[src/hdl/mscf_pkg.sv]
`default_nettype none
package mscf_pkg;

  localparam logic [7:0] CRC_POLY      = 8'h8C;
  localparam logic [3:0] LAST_POS      = 4'd9;
  localparam logic [3:0] FAULT_POS     = 4'd8;
  localparam logic [3:0] MODE_POS      = 4'd1;
  localparam logic [3:0] ID_POS        = 4'd0;
  localparam logic [7:0] MODE_CURRENT  = 8'h01;
  localparam logic [7:0] MODE_SPEED    = 8'h02;
  localparam logic [7:0] MODE_POSITION = 8'h03;
  localparam logic [3:0] POS_NONE      = 4'd0;
  localparam logic [3:0] POS_CURRENT   = 4'd2;
  localparam logic [3:0] POS_SPEED     = 4'd4;
  localparam logic [3:0] POS_POSITION  = 4'd6;
  localparam logic [7:0] ID_RESET      = 8'h01;

  typedef enum logic [1:0] {
    ST_OK       = 2'd0,
    ST_ID_ERR   = 2'd1,
    ST_MODE_ERR = 2'd2,
    ST_CRC_ERR  = 2'd3
  } status_t;

  typedef struct packed {
    logic [7:0]  fault_code;
    logic [15:0] loop_value;
    logic [7:0]  mode;
    status_t     status;
  } result_t;

  function automatic logic [7:0] crc_feed(input logic [7:0] crc_in, input logic [7:0] b_in);
    logic [7:0] crc;
    logic [7:0] b;
    logic       fb;
    crc = crc_in;
    b   = b_in;
    for (int k = 0; k < 8; k++) begin
      fb  = crc[0] ^ b[0];
      crc = crc >> 1;
      if (fb) begin
        crc = crc ^ CRC_POLY;
      end
      b = b >> 1;
    end
    return crc;
  endfunction

  function automatic logic [3:0] value_pos(input logic [7:0] m);
    case (m)
      MODE_CURRENT:  value_pos = POS_CURRENT;
      MODE_SPEED:    value_pos = POS_SPEED;
      MODE_POSITION: value_pos = POS_POSITION;
      default:       value_pos = POS_NONE;
    endcase
  endfunction

endpackage
`default_nettype wire

[src/hdl/mscf_frame.sv]
`default_nettype none
module mscf_frame
  import mscf_pkg::*;
(
  input  wire logic       clk,
  input  wire logic       rst_n,
  input  wire logic       cfg_we,
  input  wire logic [7:0] cfg_data,
  input  wire logic       step,
  input  wire logic [7:0] rx_byte,
  input  wire logic       frame_start,
  output logic            res_valid,
  output result_t         res
);

  logic [7:0]  expected_id_r;
  logic [3:0]  byte_index_r, byte_index_nxt;
  logic        in_frame_r, in_frame_nxt;
  logic [7:0]  crc_acc_r, crc_acc_nxt;
  logic        id_matched_r, id_matched_nxt;
  logic [7:0]  mode_held_r, mode_held_nxt;
  logic [15:0] value_held_r, value_held_nxt;
  logic [7:0]  fault_held_r, fault_held_nxt;

  logic [3:0]  pos;
  logic [7:0]  crc_base, mode_base;
  logic        id_base;
  logic [15:0] value_base;
  logic [7:0]  fault_base;
  logic [3:0]  vp;
  logic        active;

  always_comb begin
    active     = step && (frame_start || in_frame_r);
    pos        = frame_start ? 4'd0 : byte_index_r;
    crc_base   = frame_start ? 8'd0 : crc_acc_r;
    id_base    = frame_start ? 1'b0 : id_matched_r;
    mode_base  = frame_start ? 8'd0 : mode_held_r;
    value_base = frame_start ? 16'd0 : value_held_r;
    fault_base = frame_start ? 8'd0 : fault_held_r;
    vp         = value_pos(mode_base);

    byte_index_nxt = byte_index_r;
    in_frame_nxt   = in_frame_r;
    crc_acc_nxt    = crc_acc_r;
    id_matched_nxt = id_matched_r;
    mode_held_nxt  = mode_held_r;
    value_held_nxt = value_held_r;
    fault_held_nxt = fault_held_r;

    res_valid       = 1'b0;
    res.mode        = mode_base;
    res.fault_code  = fault_base;
    res.loop_value  = (vp != POS_NONE) ? value_base : 16'd0;
    if (!id_base) begin
      res.status = ST_ID_ERR;
    end else if (vp == POS_NONE) begin
      res.status = ST_MODE_ERR;
    end else if (crc_base != rx_byte) begin
      res.status = ST_CRC_ERR;
    end else begin
      res.status = ST_OK;
    end

    if (active) begin
      crc_acc_nxt    = crc_base;
      id_matched_nxt = id_base;
      mode_held_nxt  = mode_base;
      value_held_nxt = value_base;
      fault_held_nxt = fault_base;
      if (pos >= LAST_POS) begin
        res_valid      = 1'b1;
        in_frame_nxt   = 1'b0;
        byte_index_nxt = 4'd0;
      end else begin
        in_frame_nxt   = 1'b1;
        byte_index_nxt = pos + 4'd1;
        crc_acc_nxt    = crc_feed(crc_base, rx_byte);
        if (pos == ID_POS) begin
          id_matched_nxt = (rx_byte == expected_id_r);
        end else if (pos == MODE_POS) begin
          mode_held_nxt = rx_byte;
        end else if (pos == FAULT_POS) begin
          fault_held_nxt = rx_byte;
        end else if (vp != POS_NONE && (pos == vp || pos == vp + 4'd1)) begin
          value_held_nxt = {value_base[7:0], rx_byte};
        end
      end
    end
  end

  always_ff @(posedge clk) begin
    if (!rst_n) begin
      expected_id_r <= ID_RESET;
      byte_index_r  <= 4'd0;
      in_frame_r    <= 1'b0;
    end else begin
      if (cfg_we) begin
        expected_id_r <= cfg_data;
      end
      byte_index_r <= byte_index_nxt;
      in_frame_r   <= in_frame_nxt;
    end
  end

  always_ff @(posedge clk) begin
    crc_acc_r    <= crc_acc_nxt;
    id_matched_r <= id_matched_nxt;
    mode_held_r  <= mode_held_nxt;
    value_held_r <= value_held_nxt;
    fault_held_r <= fault_held_nxt;
  end

`ifndef SYNTHESIS
  a_index_range: assert property (@(posedge clk) disable iff (!rst_n)
    byte_index_r <= LAST_POS)
    else $error("byte index past last position");
  a_closed_idx: assert property (@(posedge clk) disable iff (!rst_n)
    !in_frame_r |-> byte_index_r == 4'd0)
    else $error("index nonzero with no open frame");
  a_result_closes: assert property (@(posedge clk) disable iff (!rst_n)
    res_valid |=> !in_frame_r)
    else $error("frame still open after result");
`endif

endmodule
`default_nettype wire

[config.mk]
export PLATFORM = sky130hd
export DESIGN_NAME = mscf_frame
export DESIGN_NICKNAME = d
export VERILOG_FILES = /design/src/hdl/mscf_pkg.sv /design/src/hdl/mscf_frame.sv
export SDC_FILE = /design/constraint.sdc
export NUM_CORES = 1
export LEC_CHECK = 0
export ABC_CLOCK_PERIOD_IN_PS = 2830
export BUFFER_PORTS_ARGS = -buffer_cell sky130_fd_sc_hd__clkbuf_2
export CAP_MARGIN = 20
export CORE_MARGIN = 2
export CORE_UTILIZATION = 45
export CTS_BUF_LIST = sky130_fd_sc_hd__clkbuf_8 sky130_fd_sc_hd__clkbuf_16
export CTS_CLUSTER_SIZE = 24
export DETAILED_ROUTE_END_ITERATION = 8
export PLACE_DENSITY = 0.66
export SETUP_SLACK_MARGIN = 0.4
export SLEW_MARGIN = 20
export SYNTH_ARGS = -nofsm -noshare
export SYNTH_HDL_FRONTEND = slang
export SYNTH_SLANG_ARGS = --single-unit
[constraint.sdc]
create_clock -name clk -period 2.83 [get_ports clk]
set_input_delay 0.283 -clock clk [delete_from_list [all_inputs] [get_ports clk]]
set_output_delay 0.283 -clock clk [all_outputs]
set_load 0.02 [all_outputs]
==> metrics.txt, run 1 <==
# TYPE chip_impl_metric gauge
chip_impl_metric{name="finalMaxSlewViolations",unit=""} 0
chip_impl_metric{name="synth.distinct_cells",unit=""} 41
chip_impl_info{name="hold_start",value="cfg_data[0]"} 1
chip_impl_metric{name="cts.htree.levels",unit=""} 2
chip_impl_metric{name="cts_buffers",unit=""} 5
chip_impl_info{name="kind_of_start_point_of_the_critical_path",value="flip-flop"} 1
chip_impl_metric{name="irDropWorstVdd",unit="uV"} 234
chip_impl_info{name="min_delay_worst_endpoint",value="expected_id_r[0]"} 1
chip_impl_metric{name="ctsHoldBuffers",unit=""} 0
chip_impl_metric{name="reg2reg_setup_slack",unit="ns"} 0.64
chip_impl_metric{name="placement.io_buffers",unit=""} 55
chip_impl_metric{name="route.final.wire_length",unit="um"} 7130
chip_impl_info{name="cpLargestDelayFamily",value="simple AND/OR/NAND/NOR gates"} 1
chip_impl_metric{name="critPathArrivalTime",unit="ns"} 2.12
chip_impl_metric{name="firstDrtPassIters",unit=""} 4
chip_impl_metric{name="area_of_the_core_region",unit="mm2"} 0.00721
chip_impl_metric{name="cap_viol_max_count",unit=""} 0
chip_impl_metric{name="cts_buffer_depth",unit=""} 2
chip_impl_metric{name="leakage",unit="nW"} 1.47
chip_impl_metric{name="fin_crit_sh",unit="%"} 85.0
chip_impl_metric{name="finish.utilization",unit="%"} 52.7
chip_impl_metric{name="multiInputGateArea",unit="mm2"} 0.00173
chip_impl_metric{name="syn_avg_cell_area",unit="um2"} 10.2
chip_impl_metric{name="maxSlewHeadroom",unit="%"} 43.8
chip_impl_metric{name="cts-resized-gates",unit=""} 1
chip_impl_info{name="cpMaxStageDelayCell",value="or4_4"} 1
chip_impl_metric{name="synth_compound_area_share",unit="%"} 8.21
chip_impl_info{name="outcome",value="completed"} 1
chip_impl_metric{name="totalNegativeSetupSlack",unit="ns"} 0
chip_impl_metric{name="worstPathMaxFanout",unit=""} 16
chip_impl_metric{name="yosys.area_share.adder",unit="%"} 1.12
chip_impl_metric{name="clock_latency",unit="ns"} 0.31
chip_impl_metric{name="synthSimpleGateAreaFrac",unit="%"} 22.1
chip_impl_metric{name="worst_clock_skew",unit="ns"} 0.00345
chip_impl_info{name="r2r_end",value="value_held_r[10]"} 1
chip_impl_metric{name="post-route-drc-count",unit=""} 0
chip_impl_metric{name="fill_cell_count",unit=""} 686
chip_impl_metric{name="antenna-diode-count",unit=""} 0
chip_impl_metric{name="fp.dieH",unit="um"} 90.1
chip_impl_metric{name="wp_data_required",unit="ns"} 2.55
chip_impl_metric{name="async_reset_ff_share",unit="%"} 0
chip_impl_metric{name="design.die.area",unit="mm2"} 0.00812
chip_impl_metric{name="cts.sink_count",unit=""} 54
chip_impl_metric{name="muxShareOfSynthArea",unit="%"} 9.60
chip_impl_metric{name="post-layout-total-power",unit="mW"} 2.08
chip_impl_metric{name="synth_sequential_area_ratio",unit="%"} 44.7
chip_impl_metric{name="synth.cell_area",unit="mm2"} 0.00334
chip_impl_metric{name="cp_slowest_stage_delay",unit="ns"} 0.55
chip_impl_metric{name="gp_congestion",unit=""} 0.777
chip_impl_metric{name="drt-initial-drc-count",unit=""} 155
chip_impl_metric{name="hpwlAfterDp",unit="um"} 4830
chip_impl_metric{name="fin_nets",unit=""} 395
chip_impl_metric{name="yosys.area.top_type_share",unit="%"} 36.9
chip_impl_metric{name="syn-instance-count",unit=""} 327
chip_impl_metric{name="antenna_found_initial",unit=""} 0
chip_impl_info{name="hold_class",value="in2reg"} 1
chip_impl_info{name="synth_top_family_by_area",value="simple AND/OR/NAND/NOR gates"} 1
chip_impl_metric{name="fmax",unit="MHz"} 416
chip_impl_info{name="timing_worst_setup_path_type",value="reg2out"} 1
chip_impl_metric{name="core.rowCount",unit=""} 31
chip_impl_info{name="worst_setup_path_end_kind",value="primary output"} 1
chip_impl_metric{name="global_route.usage.total",unit="%"} 17.8
chip_impl_metric{name="synth_xor_xnor_area_share",unit="%"} 10.6
chip_impl_info{name="clock_tree.root_cell",value="clkbuf_8"} 1
chip_impl_metric{name="setup_viol_count_final",unit=""} 0
chip_impl_info{name="rr_startpoint",value="mode_held_r[4]"} 1
chip_impl_metric{name="tightest_slew",unit="ns"} 0.843
chip_impl_metric{name="wire_length_of_the_first_global_routing_pass",unit="um"} 11700
chip_impl_metric{name="worst_setup_hold_path_clk_slew",unit="ns"} 0.10
chip_impl_metric{name="timing.final.hold_violations",unit=""} 0
chip_impl_metric{name="rr_worst_depth",unit=""} 7
chip_impl_metric{name="timing.final.crit_period",unit="ns"} 2.41
chip_impl_info{name="post_synth_main_area_contributors",value="edfxtp_1 (37%), dfxtp_1 (7.8%), xnor2_1 (7.3%)"} 1
chip_impl_metric{name="i_o_pins",unit=""} 56
chip_impl_metric{name="horizontal_die_dimension",unit="um"} 90.1
chip_impl_info{name="synth.largest_area_cell",value="edfxtp_1"} 1
chip_impl_metric{name="post_cts_buffers",unit=""} 0
chip_impl_metric{name="postRouteAntennaNets",unit=""} 0
chip_impl_metric{name="pin_count_of_the_biggest_net_entering_global_routing",unit=""} 56
chip_impl_metric{name="powerDensity",unit="mW/mm2"} 548
chip_impl_metric{name="register_bit_total_from_synthesis",unit=""} 54
chip_impl_metric{name="timing.critical_path.buf_inv",unit=""} 2
chip_impl_metric{name="synth-warning-count",unit=""} 0
chip_impl_info{name="crit_chain",value="or4_4, nor3_4, nor3b_2, buf_6, and2_1, clkbuf_2"} 1
chip_impl_metric{name="globalRoute.totalOverflow",unit=""} 0
chip_impl_metric{name="route.detailed.vias_per_inst",unit=""} 5.22
chip_impl_info{name="cts_tree",value="done"} 1
chip_impl_info{name="rsz0062_at_grt",value="true"} 1
chip_impl_metric{name="final-seq-area",unit="mm2"} 0.00149
chip_impl_metric{name="areaGrowthSynthToFinish",unit="%"} 13.8
chip_impl_metric{name="worst_hold_path_depth",unit=""} 3
chip_impl_metric{name="count_of_flip_flops_with_a_built_in_enable_after_synthesis",unit=""} 41
chip_impl_metric{name="routed-via-count",unit=""} 2458
chip_impl_metric{name="floorplan.initialDensity",unit="%"} 46.3
chip_impl_metric{name="wire_per_inst",unit="um"} 15.1
chip_impl_info{name="synth_flop_cell",value="edfxtp_1"} 1
chip_impl_metric{name="grt_pass1_vias",unit=""} 2272
chip_impl_metric{name="postSynthNetCount",unit=""} 351
chip_impl_metric{name="drive_gt1_share",unit="%"} 25.0
-- report_power, final --
| group | internal, mW | switching, mW | total [mW] |
|---|---|---|---|
| sequential | 0.963 | 0.0804 | 1.04 |
| clock | 0.258 | 0.255 | 0.513 |
| combinational | 0.261 | 0.266 | 0.527 |
-- kinds of logic (layout without fill, tap and decap cells) --
kind of cell | count (synthesis) | in the layout
buf+inv | 28 | 73
xor+xnor | 39 | 39
fa+ha+maj | 3 | 3
simple gates | 130 | 130
compound gates | 43 | 43
mux | 30 | 30
flops | 54 | 54
-- cell usage after synthesis, types with 3 or more instances --
library cell	instances
and2_1	17
nor2_1	33
a21oi_1	6
a21boi_0	3
nand2_1	12
inv_1	5
xor2_1	10
nand3_1	9
nor2b_1	29
xnor2_1	28
mux2_2	16
nor4bb_1	4
buf_2	7
dfxtp_1	13
o32ai_1	4
clkbuf_1	14
edfxtp_1	41
a31oi_1	4
nand3_2	3
ha_1	3
mux2i_1	14
nand2b_1	13
o21ai_0	15
-- worst max path at each step --
stage	start	slack (ns)	cells after the start	to
2_1_floorplan	frame_start	0.40	12	value_held_r[10]
3_3_place_gp	frame_start	0.62	7	crc_acc_r[2]
3_5_place_dp	frame_start	0.56	7	crc_acc_r[2]
4_1_cts	mode_held_r[4]	0.40	6	res[10]
5_1_grt	mode_held_r[4]	0.26	6	res[14]
6_report	mode_held_r[4]	0.42	6	res[10]
-- flip-flops by register name, indices dropped and copies added (netlist names) --
signal and count:
byte_index_r 4, crc_acc_r 8, expected_id_r 8, fault_held_r 8, id_matched_r 1, in_frame_r 1, mode_held_r 8, value_held_r 16
-- through the flow --
stage	area (um2)	std cells	setup slack (ns)	hold WS (ns)
after floorplan	3350	327	0.400	0.412
after global placement	3690	463	0.616	0.470
after detailed placement	3690	463	0.564	0.489
after CTS	3800	471	0.401	0.184
after global routing	3800	471	0.263	0.189
final	3800	471	0.424	0.189
-- layout by cell type, fill, tap and decap left out, types with 4 or more instances in the layout --
master,instances
clkbuf_2,55
edfxtp_1,41
nor2_1,33
nor2b_1,29
xnor2_1,28
and2_1,17
mux2_2,16
o21ai_0,14
mux2i_1,14
nand2b_1,13
dfxtp_1,13
nand2_1,12
xor2_1,10
nand3_1,9
inv_1,7
a21oi_1,6
clkbuf_8,5
nor4bb_1,4
a31oi_1,4
o32ai_1,4
-- worst min-delay path: stages --
cell and delay, ns:
clkbuf_2 0.08, mux2i_1 0.06, nand2_1 0.06
-- layout make-up --
cell class | count | area share (%)
inverter | 5 | 0.494
sequential | 54 | 39.2
timing repair buffer | 60 | 8.66
multi-input combinational | 245 | 45.5
tap | 99 | 3.26
clock buffer | 5 | 1.81
clock inverter | 3 | 0.988
-- metal layers --
layer	up-vias	track usage (%)	share of wire, %
li1	1212	-	-
met1	1171	26.0	48
met2	69	27.9	46
met3	6	3.02	4.9
met4	0	3.46	0.83
met5	-	0	0
(Power assumes the default switching activity.)
==> run 2, diff against run 1 <==
--- a/config.mk
+++ b/config.mk
@@ -7,3 +7,3 @@
 export LEC_CHECK = 0
-export ABC_CLOCK_PERIOD_IN_PS = 2830
+export ABC_CLOCK_PERIOD_IN_PS = 2120
 export BUFFER_PORTS_ARGS = -buffer_cell sky130_fd_sc_hd__clkbuf_2
@@ -15,3 +15,3 @@
 export DETAILED_ROUTE_END_ITERATION = 8
-export PLACE_DENSITY = 0.66
+export PLACE_DENSITY = 0.69
 export SETUP_SLACK_MARGIN = 0.4
==> constraint.sdc (replaced) <==
create_clock -name clk -period 2.12 [get_ports clk]
set_input_delay 0.212 -clock clk [delete_from_list [all_inputs] [get_ports clk]]
set_output_delay 0.212 -clock clk [all_outputs]
set_load 0.05 [all_outputs]
==> metrics.txt, run 2 (synthesized netlist as in run 1, its figures left out) <==
# TYPE chip_impl_metric gauge
chip_impl_metric{name="stdcell_area",unit="mm2"} 0.00462
chip_impl_metric{name="power_share_of_the_combinational_group",unit="%"} 34.1
chip_impl_metric{name="gp_congestion",unit=""} 0.799
chip_impl_metric{name="worstPathMaxFanout",unit=""} 16
chip_impl_metric{name="post-place-ws",unit="ns"} -0.00914
chip_impl_metric{name="hpwlAfterDp",unit="um"} 5300
chip_impl_metric{name="internal_power",unit="mW"} 2.03
chip_impl_metric{name="horizontal_die_dimension",unit="um"} 90.1
chip_impl_info{name="failing_checks",value="negative setup slack"} 1
chip_impl_metric{name="powerDensity",unit="mW/mm2"} 647
chip_impl_metric{name="pin_count_of_the_biggest_net_entering_global_routing",unit=""} 57
chip_impl_metric{name="setup_viol_count_final",unit=""} 34
chip_impl_metric{name="worst_hold_margin",unit="ns"} 0.119
chip_impl_metric{name="worst_clock_skew",unit="ns"} 0.0122
chip_impl_metric{name="fin_nets",unit=""} 422
chip_impl_metric{name="antenna_found_initial",unit=""} 0
chip_impl_metric{name="wire_length_of_the_first_global_routing_pass",unit="um"} 13400
chip_impl_metric{name="post-layout-total-power",unit="mW"} 2.99
chip_impl_metric{name="irDropWorstVdd",unit="uV"} 448
chip_impl_metric{name="post-route-drc-count",unit=""} 0
chip_impl_info{name="outcome",value="finished with violations"} 1
chip_impl_metric{name="power.share.clock",unit="%"} 19.1
chip_impl_metric{name="areaGrowthSynthToFinish",unit="%"} 38.4
chip_impl_metric{name="seqPwrFrac",unit="%"} 46.8
chip_impl_metric{name="i_o_pins",unit=""} 56
chip_impl_metric{name="cts.htree.levels",unit=""} 2
chip_impl_metric{name="wp_data_required",unit="ns"} 1.91
chip_impl_metric{name="fp.dieH",unit="um"} 90.1
chip_impl_metric{name="fin_crit_sh",unit="%"} 110
chip_impl_metric{name="finalMaxSlewViolations",unit=""} 0
chip_impl_info{name="layout_common_cells",value="edfxtp_1 (41), clkbuf_2 (36), nor2_1 (31)"} 1
chip_impl_metric{name="grt_pass1_vias",unit=""} 2556
chip_impl_metric{name="core.rowCount",unit=""} 31
chip_impl_metric{name="maxSlewHeadroom",unit="%"} 72.4
chip_impl_metric{name="global_route.usage.total",unit="%"} 20.7
chip_impl_metric{name="timing.final.hold_violations",unit=""} 0
chip_impl_metric{name="drive_gt1_share",unit="%"} 40.6
chip_impl_info{name="cpMaxStageDelayCell",value="or4_4"} 1
chip_impl_metric{name="placement.io_buffers",unit=""} 55
chip_impl_info{name="timing_worst_setup_path_type",value="reg2out"} 1
chip_impl_info{name="hold_class",value="in2reg"} 1
chip_impl_info{name="regMostFlops",value="value_held_r"} 1
chip_impl_metric{name="placedCellCount",unit=""} 474
chip_impl_info{name="crit_chain",value="or4_4, nor3_4, nor3b_2, buf_6, and2_4, clkbuf_16"} 1
chip_impl_metric{name="cts.sink_count",unit=""} 54
chip_impl_metric{name="cp_slowest_stage_delay",unit="ns"} 0.56
chip_impl_metric{name="cts_buffer_depth",unit=""} 2
chip_impl_metric{name="tightest_slew",unit="ns"} 0.413
chip_impl_metric{name="postRouteAntennaNets",unit=""} 0
chip_impl_metric{name="area_of_the_core_region",unit="mm2"} 0.00721
chip_impl_info{name="kind_of_start_point_of_the_critical_path",value="flip-flop"} 1
chip_impl_metric{name="globalRoute.totalOverflow",unit=""} 0
chip_impl_metric{name="fmax",unit="MHz"} 430
chip_impl_metric{name="timing.final.crit_period",unit="ns"} 2.32
chip_impl_metric{name="dpl-instance-area",unit="mm2"} 0.00395
chip_impl_metric{name="leakage",unit="nW"} 1.79
chip_impl_metric{name="antenna-diode-count",unit=""} 0
chip_impl_metric{name="power_switching_share",unit="%"} 32.0
chip_impl_metric{name="final.setup.worst_slack",unit="ns"} -0.204
chip_impl_info{name="worst_setup_path_end_kind",value="primary output"} 1
chip_impl_info{name="leading_cell_type_in_the_layout_fill_and_taps_excluded",value="edfxtp_1"} 1
chip_impl_metric{name="wire_per_inst",unit="um"} 16.9
chip_impl_metric{name="routed-via-count",unit=""} 2649
chip_impl_info{name="clock_tree.root_cell",value="clkbuf_8"} 1
chip_impl_metric{name="stdcell_count",unit=""} 498
chip_impl_metric{name="worst_setup_hold_path_clk_slew",unit="ns"} 0.10
chip_impl_info{name="cts_tree",value="done"} 1
chip_impl_metric{name="netSwitchingPower",unit="mW"} 0.956
chip_impl_metric{name="firstDrtPassIters",unit=""} 4
chip_impl_metric{name="drt-initial-drc-count",unit=""} 203
chip_impl_metric{name="ctsHoldBuffers",unit=""} 0
chip_impl_info{name="rsz0062_at_grt",value="true"} 1
chip_impl_metric{name="cap_viol_max_count",unit=""} 0
chip_impl_metric{name="largest_register_ffs",unit=""} 16
chip_impl_metric{name="clock_latency",unit="ns"} 0.31
chip_impl_metric{name="cts_buffers",unit=""} 5
chip_impl_metric{name="design.die.area",unit="mm2"} 0.00812
chip_impl_metric{name="route.final.wire_length",unit="um"} 8400
chip_impl_metric{name="critPathArrivalTime",unit="ns"} 2.11
chip_impl_metric{name="route.detailed.vias_per_inst",unit=""} 5.32
chip_impl_metric{name="floorplan.initialDensity",unit="%"} 46.3
run 2: cell types whose count changed in the layout (fill, tap and decap cells not counted), sizes merged:
cell      change
buf          +33
bufinv        -1
clkbuf        -6
clkinv        +1
clkinvlp      +3
inv           -3
run 2: area by class of cell:
| class | instances | area [um2] |
|---|---|---|
| repair buffers | 87 | 933 |
| fillers | 574 | 2590 |
| flip-flops and latches | 54 | 1490 |
| inverters | 5 | 22.5 |
| clock buffers | 5 | 68.8 |
| well taps | 99 | 124 |
| clock inverters | 3 | 16.3 |
| multi-input cells | 245 | 1960 |
run 2: worst paths after layout:
kind	startpoint	end	slack [ns]	depth (start not counted)
setup reg to reg	mode_held_r[4]	value_held_r[2]	-0.14	10
hold / removal	cfg_data[0]	expected_id_r[0]	0.12	3
setup / recovery	mode_held_r[4]	res[17]	-0.20	6
hold reg to reg	byte_index_r[0]	byte_index_r[0]	0.49	2
run 2: repair_timing:
item / CTS / global route
resized for setup: 60 / 15
gates cloned: 2 / 0
pin swaps: 10 / 10
setup buffers: 9 / 5
setup endpoints to repair: 54 / 50
run 2: layer usage:
metal,global-route usage [%],wire length [um]
met4,6.41,165
met2,35.2,4220
met3,2.60,322
met5,0,0
met1,27.7,3690
run 2: through the flow:
step | setup TNS, ns | util [%]
6_report | -4.79 | 64.0
5_1_grt | -7.79 | 64.0
4_1_cts | -4.19 | 62.5
3_5_place_dp | -0.0235 | 54.7
3_3_place_gp | 0 | 54.7
2_1_floorplan | -0.0714 | -
run 2: worst max-delay path: cells and delay by family, from the launching register on:
kind	cells	cell delay, ns
buffers and inverters	2	0.34
flip-flops	1	0.40
AND/OR/NAND/NOR	4	1.06
run 2: power by group through the flow:
stage	logic [mW]	registers, mW	clock network (mW)
5_1_grt	1.10	1.41	0.625
6_report	1.02	1.40	0.569
3_5_place_dp	0.785	1.42	0
3_3_place_gp	0.771	1.42	0
2_1_floorplan	0.655	1.38	0
4_1_cts	0.895	1.39	0.581
